==> config.mk <==
export PLATFORM = sky130hd
export DESIGN_NAME = decimal128_index_key_encoder_unit
export DESIGN_NICKNAME = d
export VERILOG_FILES = /design/src/hw/rtl/dkenc_pkg.sv /design/src/hw/rtl/decimal128_index_key_encoder_unit.sv /design/src/hw/rtl/dkenc_norm.sv /design/src/hw/rtl/dkenc_pack.sv /design/src/hw/rtl/dkenc_ser.sv
export SDC_FILE = /design/constraint.sdc
export NUM_CORES = 2
export LEC_CHECK = 0
export BUFFER_PORTS_ARGS = -buffer_cell sky130_fd_sc_hd__clkbuf_2
export CAP_MARGIN = 0
export CORE_ASPECT_RATIO = 0.9
export CORE_MARGIN = 4
export CORE_UTILIZATION = 26
export CTS_CLUSTER_SIZE = 40
export DETAILED_ROUTE_END_ITERATION = 8
export HOLD_SLACK_MARGIN = 0.05
export PLACE_DENSITY_LB_ADDON = 0.12
export SETUP_SLACK_MARGIN = 0.2
export SLEW_MARGIN = 10
export SYNTH_ARGS = -nofsm -noshare
export SYNTH_HDL_FRONTEND = slang
export SYNTH_SLANG_ARGS = --single-unit
==> constraint.sdc <==
create_clock -name clk -period 35.1 [get_ports clk]
set_input_delay 3.51 -clock clk [delete_from_list [all_inputs] [get_ports clk]]
set_output_delay 3.51 -clock clk [all_outputs]
set_load 0.005 [all_outputs]
==> src/hw/rtl/dkenc_pkg.sv <==
// Shared constants, widths and inter-stage word types for the decimal128 key encoder.
// No dependencies; every other file imports this package.
package dkenc_pkg;

  localparam int DIGIT_COUNT = 34;
  localparam int EXP_BIAS    = 6176;
  localparam int IN_DIGITS   = 34;
  localparam int MAX_KEY     = 17;

  localparam int DIG_W    = 4 * DIGIT_COUNT;
  localparam int CNT_W    = $clog2(DIGIT_COUNT + 1);
  localparam int GROUPS   = (DIGIT_COUNT + 2) / 3;
  localparam int GRP_W    = $clog2(GROUPS + 1);
  localparam int PAD_W    = 12 * GROUPS;
  localparam int EXP_W    = 16;
  localparam int KEY_BITS = EXP_W + 10 * GROUPS;
  localparam int KEY_BYTES = (KEY_BITS + 7) / 8;
  localparam int KEY_W    = 8 * KEY_BYTES;
  localparam int BPOS_W   = $clog2(KEY_BITS + 1);
  localparam int LEN_W    = 5;

  localparam logic [EXP_W-1:0] BIAS_ONE   = EXP_W'(EXP_BIAS + 1);
  localparam logic [EXP_W-1:0] EXP_OFFSET = EXP_W'(2 * (EXP_BIAS + 1));

  // Normalized coefficient, digit 0 in the top nibble.
  typedef struct packed {
    logic             sign;
    logic [CNT_W-1:0] dig;
    logic [EXP_W-1:0] ef;
    logic [DIG_W-1:0] coeff;
  } norm_t;

  // Fully packed key, byte 0 in the top byte.
  typedef struct packed {
    logic [KEY_W-1:0] key;
    logic [LEN_W-1:0] len;
  } key_t;

endpackage

==> src/hw/rtl/decimal128_index_key_encoder_unit.sv <==
// Top level of the decimal128 index key encoder: normalizer, packer and byte serializer.
// Depends on dkenc_pkg, dkenc_norm, dkenc_pack and dkenc_ser.
//
//  channel | direction | handshake            | payload
//  --------+-----------+----------------------+---------------------------------------------
//  in_     | input     | in_valid / in_stall  | sign, exponent, digits_high/mid/low (34 BCD)
//  out_    | output    | out_valid / out_stall| key_byte, byte_index, last (one key byte)
//
// Each value leaves as many bytes as its key has (2 to 17), one per output word from
// the byte-wide serializer at the end, which takes the next key only with the final
// byte; the four stages ahead of it accept a new word every cycle unless stalled. A
// word passes two normalizer and two packer registers before its first byte shows.
// Reset (rst_n low, synchronous) clears all valid bits; payload registers are not reset.
// A stall on out_ holds the current byte and backs up stage by stage to in_stall.
module decimal128_index_key_encoder_unit import dkenc_pkg::*; (
  input  logic               clk,
  input  logic               rst_n,
  input  logic               in_valid,
  output logic               in_stall,
  input  logic               in_sign,
  input  logic signed [13:0] in_exponent,
  input  logic [63:0]        in_digits_high,
  input  logic [63:0]        in_digits_mid,
  input  logic [7:0]         in_digits_low,
  output logic               out_valid,
  input  logic               out_stall,
  output logic [7:0]         out_key_byte,
  output logic [4:0]         out_byte_index,
  output logic               out_last
);

  // normalizer -> packer
  logic  norm_valid;
  logic  norm_stall;
  norm_t norm_word;

  // packer -> serializer
  logic  key_valid;
  logic  key_stall;
  key_t  key_word;

  // strip leading zeros, find digit count, build exponent field
  dkenc_norm u_norm (
    .clk            (clk),
    .rst_n          (rst_n),
    .in_valid       (in_valid),
    .in_stall       (in_stall),
    .in_sign        (in_sign),
    .in_exponent    (in_exponent),
    .in_digits_high (in_digits_high),
    .in_digits_mid  (in_digits_mid),
    .in_digits_low  (in_digits_low),
    .out_valid      (norm_valid),
    .out_stall      (norm_stall),
    .out_word       (norm_word)
  );

  // complement negatives, pack 10-bit groups, size the key
  dkenc_pack u_pack (
    .clk       (clk),
    .rst_n     (rst_n),
    .in_valid  (norm_valid),
    .in_stall  (norm_stall),
    .in_word   (norm_word),
    .out_valid (key_valid),
    .out_stall (key_stall),
    .out_word  (key_word)
  );

  // shift the key out one byte per word; load the next key on the final byte
  dkenc_ser u_ser (
    .clk            (clk),
    .rst_n          (rst_n),
    .in_valid       (key_valid),
    .in_stall       (key_stall),
    .in_word        (key_word),
    .out_valid      (out_valid),
    .out_stall      (out_stall),
    .out_key_byte   (out_key_byte),
    .out_byte_index (out_byte_index),
    .out_last       (out_last)
  );

endmodule

==> src/hw/rtl/dkenc_norm.sv <==
// Front end: leading/trailing zero search, coefficient shift and exponent field.
// Two register stages; depends on dkenc_pkg.
module dkenc_norm import dkenc_pkg::*; (
  input  logic                     clk,
  input  logic                     rst_n,
  input  logic                     in_valid,
  output logic                     in_stall,
  input  logic                     in_sign,
  input  logic signed [13:0]       in_exponent,
  input  logic [63:0]              in_digits_high,
  input  logic [63:0]              in_digits_mid,
  input  logic [7:0]               in_digits_low,
  output logic                     out_valid,
  input  logic                     out_stall,
  output norm_t                    out_word
);

  logic [4*IN_DIGITS-1:0] all_digits;
  logic [DIG_W-1:0]       coeff;
  logic [CNT_W-1:0]       first;
  logic [CNT_W-1:0]       lastnz;
  logic                   any_nz;

  logic                   a_v_r;
  logic                   a_sign_r;
  logic [13:0]            a_exp_r;
  logic [DIG_W-1:0]       a_coeff_r;
  logic [CNT_W-1:0]       a_first_r;
  logic [CNT_W-1:0]       a_lastnz_r;
  logic                   a_any_r;

  logic                   b_v_r;
  norm_t                  b_word_r;
  norm_t                  b_word_nxt;
  logic                   a_ready;
  logic                   b_ready;
  logic [EXP_W-1:0]       x;

  assign all_digits = {in_digits_high, in_digits_mid, in_digits_low};
  assign coeff      = all_digits[DIG_W-1:0];

  assign b_ready  = !b_v_r || !out_stall;
  assign a_ready  = !a_v_r || b_ready;
  assign in_stall = !a_ready;

  // priority search for the first and last nonzero digit
  always_comb begin
    first  = CNT_W'(DIGIT_COUNT);
    lastnz = '0;
    any_nz = 1'b0;
    for (int i = DIGIT_COUNT - 1; i >= 0; i--) begin
      if (coeff[4*(DIGIT_COUNT-1-i) +: 4] != 4'd0) first = CNT_W'(i);
    end
    for (int i = 0; i < DIGIT_COUNT; i++) begin
      if (coeff[4*(DIGIT_COUNT-1-i) +: 4] != 4'd0) begin
        lastnz = CNT_W'(i);
        any_nz = 1'b1;
      end
    end
  end

  always_ff @(posedge clk) begin
    if (!rst_n) begin
      a_v_r <= 1'b0;
    end else if (a_ready) begin
      a_v_r <= in_valid;
    end
    if (a_ready && in_valid) begin
      a_sign_r   <= in_sign;
      a_exp_r    <= in_exponent;
      a_coeff_r  <= coeff;
      a_first_r  <= first;
      a_lastnz_r <= lastnz;
      a_any_r    <= any_nz;
    end
  end

  // shift out leading zeros, lower the exponent by their count, bias and sign it, count digits
  always_comb begin
    x = {{(EXP_W-14){a_exp_r[13]}}, a_exp_r} - EXP_W'(a_first_r) + BIAS_ONE;
    if (!a_any_r) x = '0;
    if (a_sign_r) x = -x;
    b_word_nxt.sign  = a_sign_r;
    b_word_nxt.dig   = a_any_r ? (a_lastnz_r - a_first_r + CNT_W'(1)) : '0;
    b_word_nxt.ef    = x + EXP_OFFSET;
    b_word_nxt.coeff = a_coeff_r << {a_first_r, 2'b00};
  end

  always_ff @(posedge clk) begin
    if (!rst_n) begin
      b_v_r <= 1'b0;
    end else if (b_ready) begin
      b_v_r <= a_v_r;
    end
    if (b_ready && a_v_r) begin
      b_word_r <= b_word_nxt;
    end
  end

  assign out_valid = b_v_r;
  assign out_word  = b_word_r;

endmodule

==> src/hw/rtl/dkenc_pack.sv <==
// Back end: nine complement for negatives, three-digit grouping and key length.
// Two register stages; depends on dkenc_pkg.
module dkenc_pack import dkenc_pkg::*; (
  input  logic  clk,
  input  logic  rst_n,
  input  logic  in_valid,
  output logic  in_stall,
  input  norm_t in_word,
  output logic  out_valid,
  input  logic  out_stall,
  output key_t  out_word
);

  logic              c_v_r;
  norm_t             c_word_r;
  norm_t             c_word_nxt;
  logic              d_v_r;
  key_t              d_word_r;
  key_t              d_word_nxt;
  logic              c_ready;
  logic              d_ready;

  logic [3:0]        dg;
  logic [PAD_W-1:0]  pad;
  logic [10:0]       gsum;
  logic [KEY_W-1:0]  key_v;
  logic [GRP_W-1:0]  ng;
  logic [BPOS_W-1:0] bitpos;
  logic [LEN_W-1:0]  nbytes;
  logic [7:0]        pbyte;
  logic [LEN_W-1:0]  len;

  assign d_ready  = !d_v_r || !out_stall;
  assign c_ready  = !c_v_r || d_ready;
  assign in_stall = !c_ready;

  // for negatives, decrement the last significant digit, then nine-complement the significant digits
  always_comb begin
    c_word_nxt = in_word;
    for (int i = 0; i < DIGIT_COUNT; i++) begin
      dg = in_word.coeff[4*(DIGIT_COUNT-1-i) +: 4];
      if (in_word.sign && (int'(in_word.dig) > i)) begin
        if (int'(in_word.dig) == i + 1) dg = dg - 4'd1;
        dg = 4'd9 - dg;
      end
      c_word_nxt.coeff[4*(DIGIT_COUNT-1-i) +: 4] = dg;
    end
  end

  always_ff @(posedge clk) begin
    if (!rst_n) begin
      c_v_r <= 1'b0;
    end else if (c_ready) begin
      c_v_r <= in_valid;
    end
    if (c_ready && in_valid) begin
      c_word_r <= c_word_nxt;
    end
  end

  // pack groups of three digits into 10-bit fields behind the exponent
  always_comb begin
    pad = '0;
    pad[PAD_W-1 -: DIG_W] = c_word_r.coeff;
    key_v = '0;
    key_v[KEY_W-1 -: EXP_W] = c_word_r.ef;
    ng = '0;
    for (int g = 0; g < GROUPS; g++) begin
      gsum = 11'(pad[PAD_W-1-12*g -: 4]) * 11'd100
           + 11'(pad[PAD_W-5-12*g -: 4]) * 11'd10
           + 11'(pad[PAD_W-9-12*g -: 4]);
      key_v[KEY_W-1-EXP_W-10*g -: 10] = gsum[9:0];
      if (int'(c_word_r.dig) > 3 * g) ng = GRP_W'(g + 1);
    end
    bitpos = BPOS_W'(EXP_W) + BPOS_W'(ng) * BPOS_W'(10);
    nbytes = LEN_W'(bitpos >> 3);
    pbyte  = '0;
    for (int b = 0; b < KEY_BYTES; b++) begin
      if (nbytes == LEN_W'(b)) pbyte = key_v[KEY_W-1-8*b -: 8];
    end
    // emit a trailing partial byte only when it carries a one
    len = nbytes;
    if ((bitpos[2:0] != 3'd0) && (pbyte != 8'd0)) len = nbytes + LEN_W'(1);
    if (int'(len) > MAX_KEY) len = LEN_W'(MAX_KEY);
    d_word_nxt.key = key_v;
    d_word_nxt.len = len;
  end

  always_ff @(posedge clk) begin
    if (!rst_n) begin
      d_v_r <= 1'b0;
    end else if (d_ready) begin
      d_v_r <= c_v_r;
    end
    if (d_ready && c_v_r) begin
      d_word_r <= d_word_nxt;
    end
  end

  assign out_valid = d_v_r;
  assign out_word  = d_word_r;

endmodule

==> src/hw/rtl/dkenc_ser.sv <==
// Byte serializer: shifts a packed key out one byte per accepted word.
// Depends on dkenc_pkg.
module dkenc_ser import dkenc_pkg::*; (
  input  logic             clk,
  input  logic             rst_n,
  input  logic             in_valid,
  output logic             in_stall,
  input  key_t             in_word,
  output logic             out_valid,
  input  logic             out_stall,
  output logic [7:0]       out_key_byte,
  output logic [LEN_W-1:0] out_byte_index,
  output logic             out_last
);

  logic             v_r;
  logic [KEY_W-1:0] key_r;
  logic [LEN_W-1:0] len_r;
  logic [LEN_W-1:0] idx_r;
  logic             last_w;
  logic             take;

  assign last_w   = (idx_r + LEN_W'(1)) == len_r;
  assign take     = !v_r || (!out_stall && last_w);
  assign in_stall = !take;

  always_ff @(posedge clk) begin
    if (!rst_n) begin
      v_r <= 1'b0;
    end else if (take) begin
      v_r <= in_valid;
    end
    if (take && in_valid) begin
      key_r <= in_word.key;
      len_r <= in_word.len;
      idx_r <= '0;
    end else if (v_r && !out_stall) begin
      key_r <= key_r << 8;
      idx_r <= idx_r + LEN_W'(1);
    end
  end

  assign out_valid      = v_r;
  assign out_key_byte   = key_r[KEY_W-1 -: 8];
  assign out_byte_index = idx_r;
  assign out_last       = last_w;

  a_len_ok: assert property (@(posedge clk) disable iff (!rst_n)
    v_r |-> (len_r >= LEN_W'(2)) && (idx_r < len_r))
    else $error("serializer index outside key length");

  a_advance: assert property (@(posedge clk) disable iff (!rst_n)
    v_r && !out_stall && !last_w |=> v_r && (idx_r == $past(idx_r) + LEN_W'(1)))
    else $error("serializer did not advance to next byte");

  a_drain: assert property (@(posedge clk) disable iff (!rst_n)
    v_r && !out_stall && last_w && !in_valid |=> !v_r)
    else $error("serializer kept valid after final byte");

endmodule
### Word-level counts from Yosys, hierarchy flattened

Cells that the tools add are included.

* $add $sub $neg: 99
* multipliers: 24
* order comparisons: 47
* equal/unequal tests: 51
* shift-type cells: 1
* mux-type cells: 202
* reductions and logical operators: 99

Operator list (number)
* $mux W4: 123
* $mux W136: 2
* $mux W5: 33
* $mux W8: 17
* $reduce_bool A4 Y1: 34
* $shl A136 B8 Y136: 1
* $sub A4 B1 Y4 const B: 34
* $sub A4 B4 Y4 const A: 34
* $gt A6 B5 Y1 const B: 21
* $eq A6 B6 Y1 const B: 19
* $add A10 B4 Y10: 11
* $add A10 B8 Y10: 11
* $mul A4 B5 Y8 const B: 12
* $mul A4 B3 Y7 const B: 12
* $gt A6 B4 Y1 const B: 11
* $eq A6 B5 Y1 const B: 8
* $logic_and A1 B1 Y1: 42
* $eq A5 B4 Y1 const B: 8
* $mux W3: 12
* $reduce_or A33 Y1: 1
* $mux W16: 2
* $reduce_or A32 Y1: 1
* $gt A6 B3 Y1 const B: 5
* $eq A6 B4 Y1 const B: 4
* other kinds (31): 65

* bits in registers: 769
* output and inout port bits: 16

### Depth between registers and ports, before layout

* depth in word-level cells: 37
* depth in mapped cells: 23
* mapped depth without buffers: 21

### Hierarchy

Synthesis repeated with hierarchy kept, for this count alone.

* cells, all modules: 5079
* area, all modules: 52957.0 µm²

Modules (own cells, without submodules)
* dkenc_pack: times used 1, cells an instance 2158, area each 22932.0 µm², sequential area each 8958.6 µm²
* dkenc_norm: times used 1, cells an instance 1767, area each 19213.4 µm², sequential area each 9739.3 µm²
* dkenc_ser: times used 1, cells an instance 1154, area each 10811.6 µm², sequential area each 4354.2 µm²

### Worst setup path after synthesis

OpenSTA, ideal clock, no wires.

* path type: input to register
* start: input port out_stall
* end: register u_norm.b_word_r, in the netlist u_norm.out_word[0] (enable)
* data arrival time: 15.459 ns
* data required time: 34.179 ns
* setup slack: 18.720 ns
* stages: 4
* buffers on the path: 0
* path through: o21ai_0 > nor2_1 > and2_1 > a21boi_0

* cells in the longest elaborated chain, start to end: 7

RTL lines
* from (decl): RTL line decimal128_index_key_encoder_unit.sv:26 `input logic out_stall,`
* $logic_not A1 Y1: RTL line dkenc_ser.sv:24 `assign take = !v_r || (!out_stall && last_w);`
* $logic_and A1 B1 Y1: RTL line dkenc_ser.sv:24
* $logic_or A1 B1 Y1: RTL line dkenc_ser.sv:24
* $logic_or A1 B1 Y1: RTL line dkenc_pack.sv:33 `assign d_ready = !d_v_r || !out_stall;`
* $logic_or A1 B1 Y1: RTL line dkenc_pack.sv:34 `assign c_ready = !c_v_r || d_ready;`
* $logic_or A1 B1 Y1: RTL line dkenc_norm.sv:42 `assign b_ready = !b_v_r || !out_stall;`
* $logic_and A1 B1 Y1: RTL line dkenc_norm.sv:95 `if (b_ready && a_v_r) begin`
* to (signal assigned): RTL line dkenc_norm.sv:96 `b_word_r <= b_word_nxt;`
* to (decl): RTL line dkenc_norm.sv:33 `norm_t b_word_r;`

Every way passes these cells.
A chain may end at the register's enable or synchronous reset.

### Final worst setup path

* start: input port out_stall
* end: output port in_stall

* cells in the longest elaborated chain, start to end: 8

RTL lines
* $logic_not A1 Y1: RTL line dkenc_ser.sv:24
* $logic_and A1 B1 Y1: RTL line dkenc_ser.sv:24
* $logic_or A1 B1 Y1: RTL line dkenc_ser.sv:24
* $logic_or A1 B1 Y1: RTL line dkenc_pack.sv:33
* $logic_or A1 B1 Y1: RTL line dkenc_pack.sv:34
* $logic_or A1 B1 Y1: RTL line dkenc_norm.sv:42
* $logic_or A1 B1 Y1: RTL line dkenc_norm.sv:43 `assign a_ready = !a_v_r || b_ready;`
* $logic_not A1 Y1: RTL line dkenc_norm.sv:44 `assign in_stall = !a_ready;`
* to (decl): RTL line decimal128_index_key_encoder_unit.sv:19 `output logic in_stall,`

Every way passes these cells.

==> impl_metrics.csv <==
group,metric,value,unit
status,outcome,"finished clean",
critical_path,max_stage_delay,0.35,ns
critical_path,cp_common_cell,"clkbuf_2",
hold_path,holdCritPathClass,"register to register",
yosys,synth_cell_types,104,
floorplanning,ios,171,
place,postPlaceCellArea,51740,µm²
clock_network,clkTransAtPathRegs,0.06,ns
sta,fin_worst_skew,0.02336,ns
global_route,grt_pass1_wl,239.2,mm
sta,fin_crit_sh,24.33,%
job,drv_cap,0,
floorplanning,fp.dieH,416.5,µm
yosys,ys_ff_latch,769,
global_route,grt_use_met3,2.208,%
critical_path,crit_arrival,5.03,ns
critical_path,worst-path-buf-inv,3,
global_route,grt.busiest_layer,"met1",
detailed_routing,drtIter0Drc,2431,
yosys,synth_area_per_cell,10.46,µm²
global_route,grt_max_degree,147,
critical_path,crit_type,"input port to output port",
critical_path,critPathTopFamily,"simple AND/OR/NAND/NOR gates",
critical_path,ff2ff_setup_slack,28.55,ns
sta,min_period,8.541,ns
cells_and_area,fin_util,29.77,%
sta,setup_violations,0,
clock_network,clock_path_buffers,3,
place,placement.io_buffers,170,
sta,drv_slew,0,
global_route,grt_use_met1,25.58,%
critical_path,slowest_stage,"and2_1",
power,sw_frac_of_total,29.26,%
sta,rsz0062_at_grt,"false",
cells_and_area,layout_commonest_cell,"nand2_1",
detailed_routing,drc,0,
cells_and_area,stdcell_area,54720,µm²
place,dp_hpwl,130.4,mm
hold_path,holdPathEnd,"u_pack.c_word_r[145]",
global_route,grt_pass1_vias,33821,
power,p_switching,728.2,µW
cells_and_area,drive_gt1_share,10.84,%
clock_network,post_cts_resize_count,0,
floorplanning,rows,149,
clock_network,root_buffer,"clkbuf_16",
power,power_frac_clock,38.6,%
power,share_comb_of_total_power,17.6,%
floorplanning,die_width,461.9,µm
global_route,met2_usage,24.49,%
yosys,yosys_most_used_dff,"edfxtp_1",
clock_network,clk_latency,0.72,ns
power,pwr-share-seq,43.8,%
critical_path,r2r_start,"u_pack.c_word_r[155]",
clock_network,cts_tree,"yes",
detailed_routing,vias_per_cell,4.719,
yosys,synthArstFlopShare,0,%
sta,tightest_slew,1.159,ns
global_route,antenna_found_initial,7,
sta,whs,0.4188,ns
place,place.gp.congestion,0.9041,
power,p_leak,21.26,nW
cells_and_area,layout_common_cells,"847 x nand2_1, 759 x edfxtp_1, 394 x nor2_1",
sta,timing.slew.headroom,21.70,%
critical_path,r2r-end,"u_pack.out_word[4]",
detailed_routing,wl,164.4,mm
yosys,synth_edf_count,759,
floorplanning,coreArea,183800,µm²
critical_path,worstPathCellList,"clkbuf_2 -> o21ai_1 -> buf_4 -> nor2_1 -> and2_1 -> and3_1 -> clkbuf_2",
floorplanning,die_area,192400,µm²
yosys,syn_inst,4610,
cells_and_area,nets,5296,
critical_path,r2r_cells,20,
yosys,synth_fp_nets,5181,
global_route,grt-ovfl-total,0,
floorplanning,start_util,26.23,%
sta,max_freq,117.1,MHz
detailed_routing,firstDrtPassIters,6,
clock_network,htree_levels,3,
critical_path,cp-start-kind,"input port",
clock_network,cts_setup_buffers,0,
power,total_power,2.489,mW
yosys,yosys_warnings,0,
yosys,yosysSeqAreaShare,47.69,%
cells_and_area,synthToLayoutAreaGrowth,13.51,%
clock_network,numCtsBuffers,93,
clock_network,clock-sinks,769,
detailed_routing,wl_per_cell,22.78,µm
power,internal-power,1.761,mW
critical_path,crit_path_end_kind,"output port",
detailed_routing,antenna_left,0,
detailed_routing,vias,34057,
critical_path,critPathMaxFanout,11,
power,ir_drop,34.82,µV
power,power_density,45.48,nW/µm²
hold_path,hp-start,"u_norm.out_word[145]",
sta,fin_tns_setup,0,ns
global_route,grt_use_total,16.87,%
clock_network,ctsHoldBuffers,0,
critical_path,worstPathRequired,31.59,ns
hold_path,holdPathStages,0,
yosys,syn-cell-area,48210,µm²
sta,report.final.hold_viol_count,0,
[worst reg2reg max path: stages, from the launching register on]
cell and delay, ns:
edfxtp_1 0.56, maj3_1 0.42, o21ai_0 0.15, a21oi_1 0.10
a21oi_1 0.30, inv_1 0.08, ha_1 0.18, ha_1 0.19
fa_1 0.47, ha_1 0.23, xnor2_1 0.30, xor2_1 0.45
nor2_1 0.23, and3_1 0.30, a2111oi_1 0.66, nand3_1 0.14
a2bb2oi_1 0.17, a211oi_1 0.58, nor2_1 0.11, a21oi_1 0.37
o21ai_0 0.24
[through the flow]
stage               cells  worst slack [ns]
floorplan            4610             18.72
global placement     7046             26.50
detailed placement   7046             26.50
CTS                  7214             26.48
global route         7215             26.34
finish               7217             26.56
[logic make-up (layout without fill, tap and decap cells)]
group / count (synthesis) / count (layout) / share of synthesized area [%]
flip-flops: 769 / 769 / 47.69
multiplexers: 219 / 219 / 6.014
AND/OR/NAND/NOR: 1634 / 1634 / 14.59
other: 0 / 3 / 0
XOR/XNOR: 299 / 299 / 5.585
adder cells (fa/ha/maj): 417 / 417 / 11.74
AO/OA/AOI/OAI: 783 / 783 / 10.48
buffers and inverters: 489 / 677 / 3.901
[worst max-delay path by stage]
stage	from	to	slack, ns	cells after the start
global placement	out_stall	in_stall	26.50	7
CTS	out_stall	in_stall	26.48	7
finish	out_stall	in_stall	26.56	7
floorplan	out_stall	u_norm.out_word[0]	18.72	4
global route	out_stall	in_stall	26.34	7
detailed placement	out_stall	in_stall	26.50	7
[cells in the mapped netlist (13+ instances only)]
library cell | number | area (µm²)
mux2i_1 | 113 | 1131
and3_1 | 27 | 168.9
nor3_1 | 84 | 420.4
nand3_1 | 51 | 255.2
o21a_1 | 25 | 187.7
fa_1 | 59 | 1181
o22ai_1 | 24 | 150.1
a311oi_1 | 16 | 140.1
a21oi_1 | 224 | 1121
mux4_2 | 51 | 1149
nor4_1 | 35 | 219.0
mux2_2 | 55 | 619.3
a21o_1 | 31 | 232.7
nand2b_1 | 17 | 106.4
or3_1 | 15 | 93.84
inv_1 | 287 | 1077
buf_1 | 26 | 97.59
and2_1 | 41 | 256.5
clkbuf_1 | 154 | 578.1
xor2_1 | 130 | 1139
o21bai_1 | 15 | 112.6
o31ai_1 | 13 | 97.59
a211oi_1 | 48 | 360.4
or4_1 | 17 | 127.6
o22a_1 | 14 | 122.6
nand2_1 | 849 | 3187
nor2b_1 | 59 | 369.1
nor2_1 | 395 | 1483
edfxtp_1 | 759 | 22790
ha_1 | 357 | 4467
o21ai_0 | 202 | 1011
xnor2_1 | 164 | 1436
a31oi_1 | 25 | 156.4
[state kept, by name, indices dropped and copies added (netlist names)]
register	cells
u_norm.a_any_r	1
u_norm.a_coeff_r	136
u_norm.a_exp_r	14
u_norm.a_first_r	6
u_norm.a_lastnz_r	6
u_norm.a_sign_r	1
u_norm.a_v_r	1
u_norm.out_valid	1
u_norm.out_word	159
u_pack.c_v_r	1
u_pack.c_word_r	158
u_pack.out_valid	1
u_pack.out_word	139
u_ser.key_r	134
u_ser.len_r	5
u_ser.out_byte_index	5
u_ser.out_valid	1
[layer usage]
layer  share of wire (%)  wire length, µm  up-vias
li1                    -                -    16670
met1                  51            84590    16476
met2                  41            68190      693
met3                 3.4             5606      218
met4                 3.7             6046        0
met5                   0                0        -
[power by group through the flow]
| stage | Sequential (mW) | Combinational (mW) | Clock (mW) |
|---|---|---|---|
| after floorplan | 1.10 | 0.276 | 0 |
| after global placement | 1.11 | 0.435 | 0 |
| after detailed placement | 1.11 | 0.435 | 0 |
| after CTS | 1.09 | 0.437 | 0.995 |
| after global routing | 1.09 | 0.477 | 1.03 |
| final | 1.09 | 0.437 | 0.961 |
[cell type report]
type	instances	area, µm²
sequential	769	22990
antenna	3	7.507
multi-input combinational	3352	23390
tap	2416	3023
fill	19079	129100
clock buffer	118	2421
inverter	289	1090
clock inverter	50	549.3
timing repair buffer	220	1251
(Power assumes the default switching activity.)
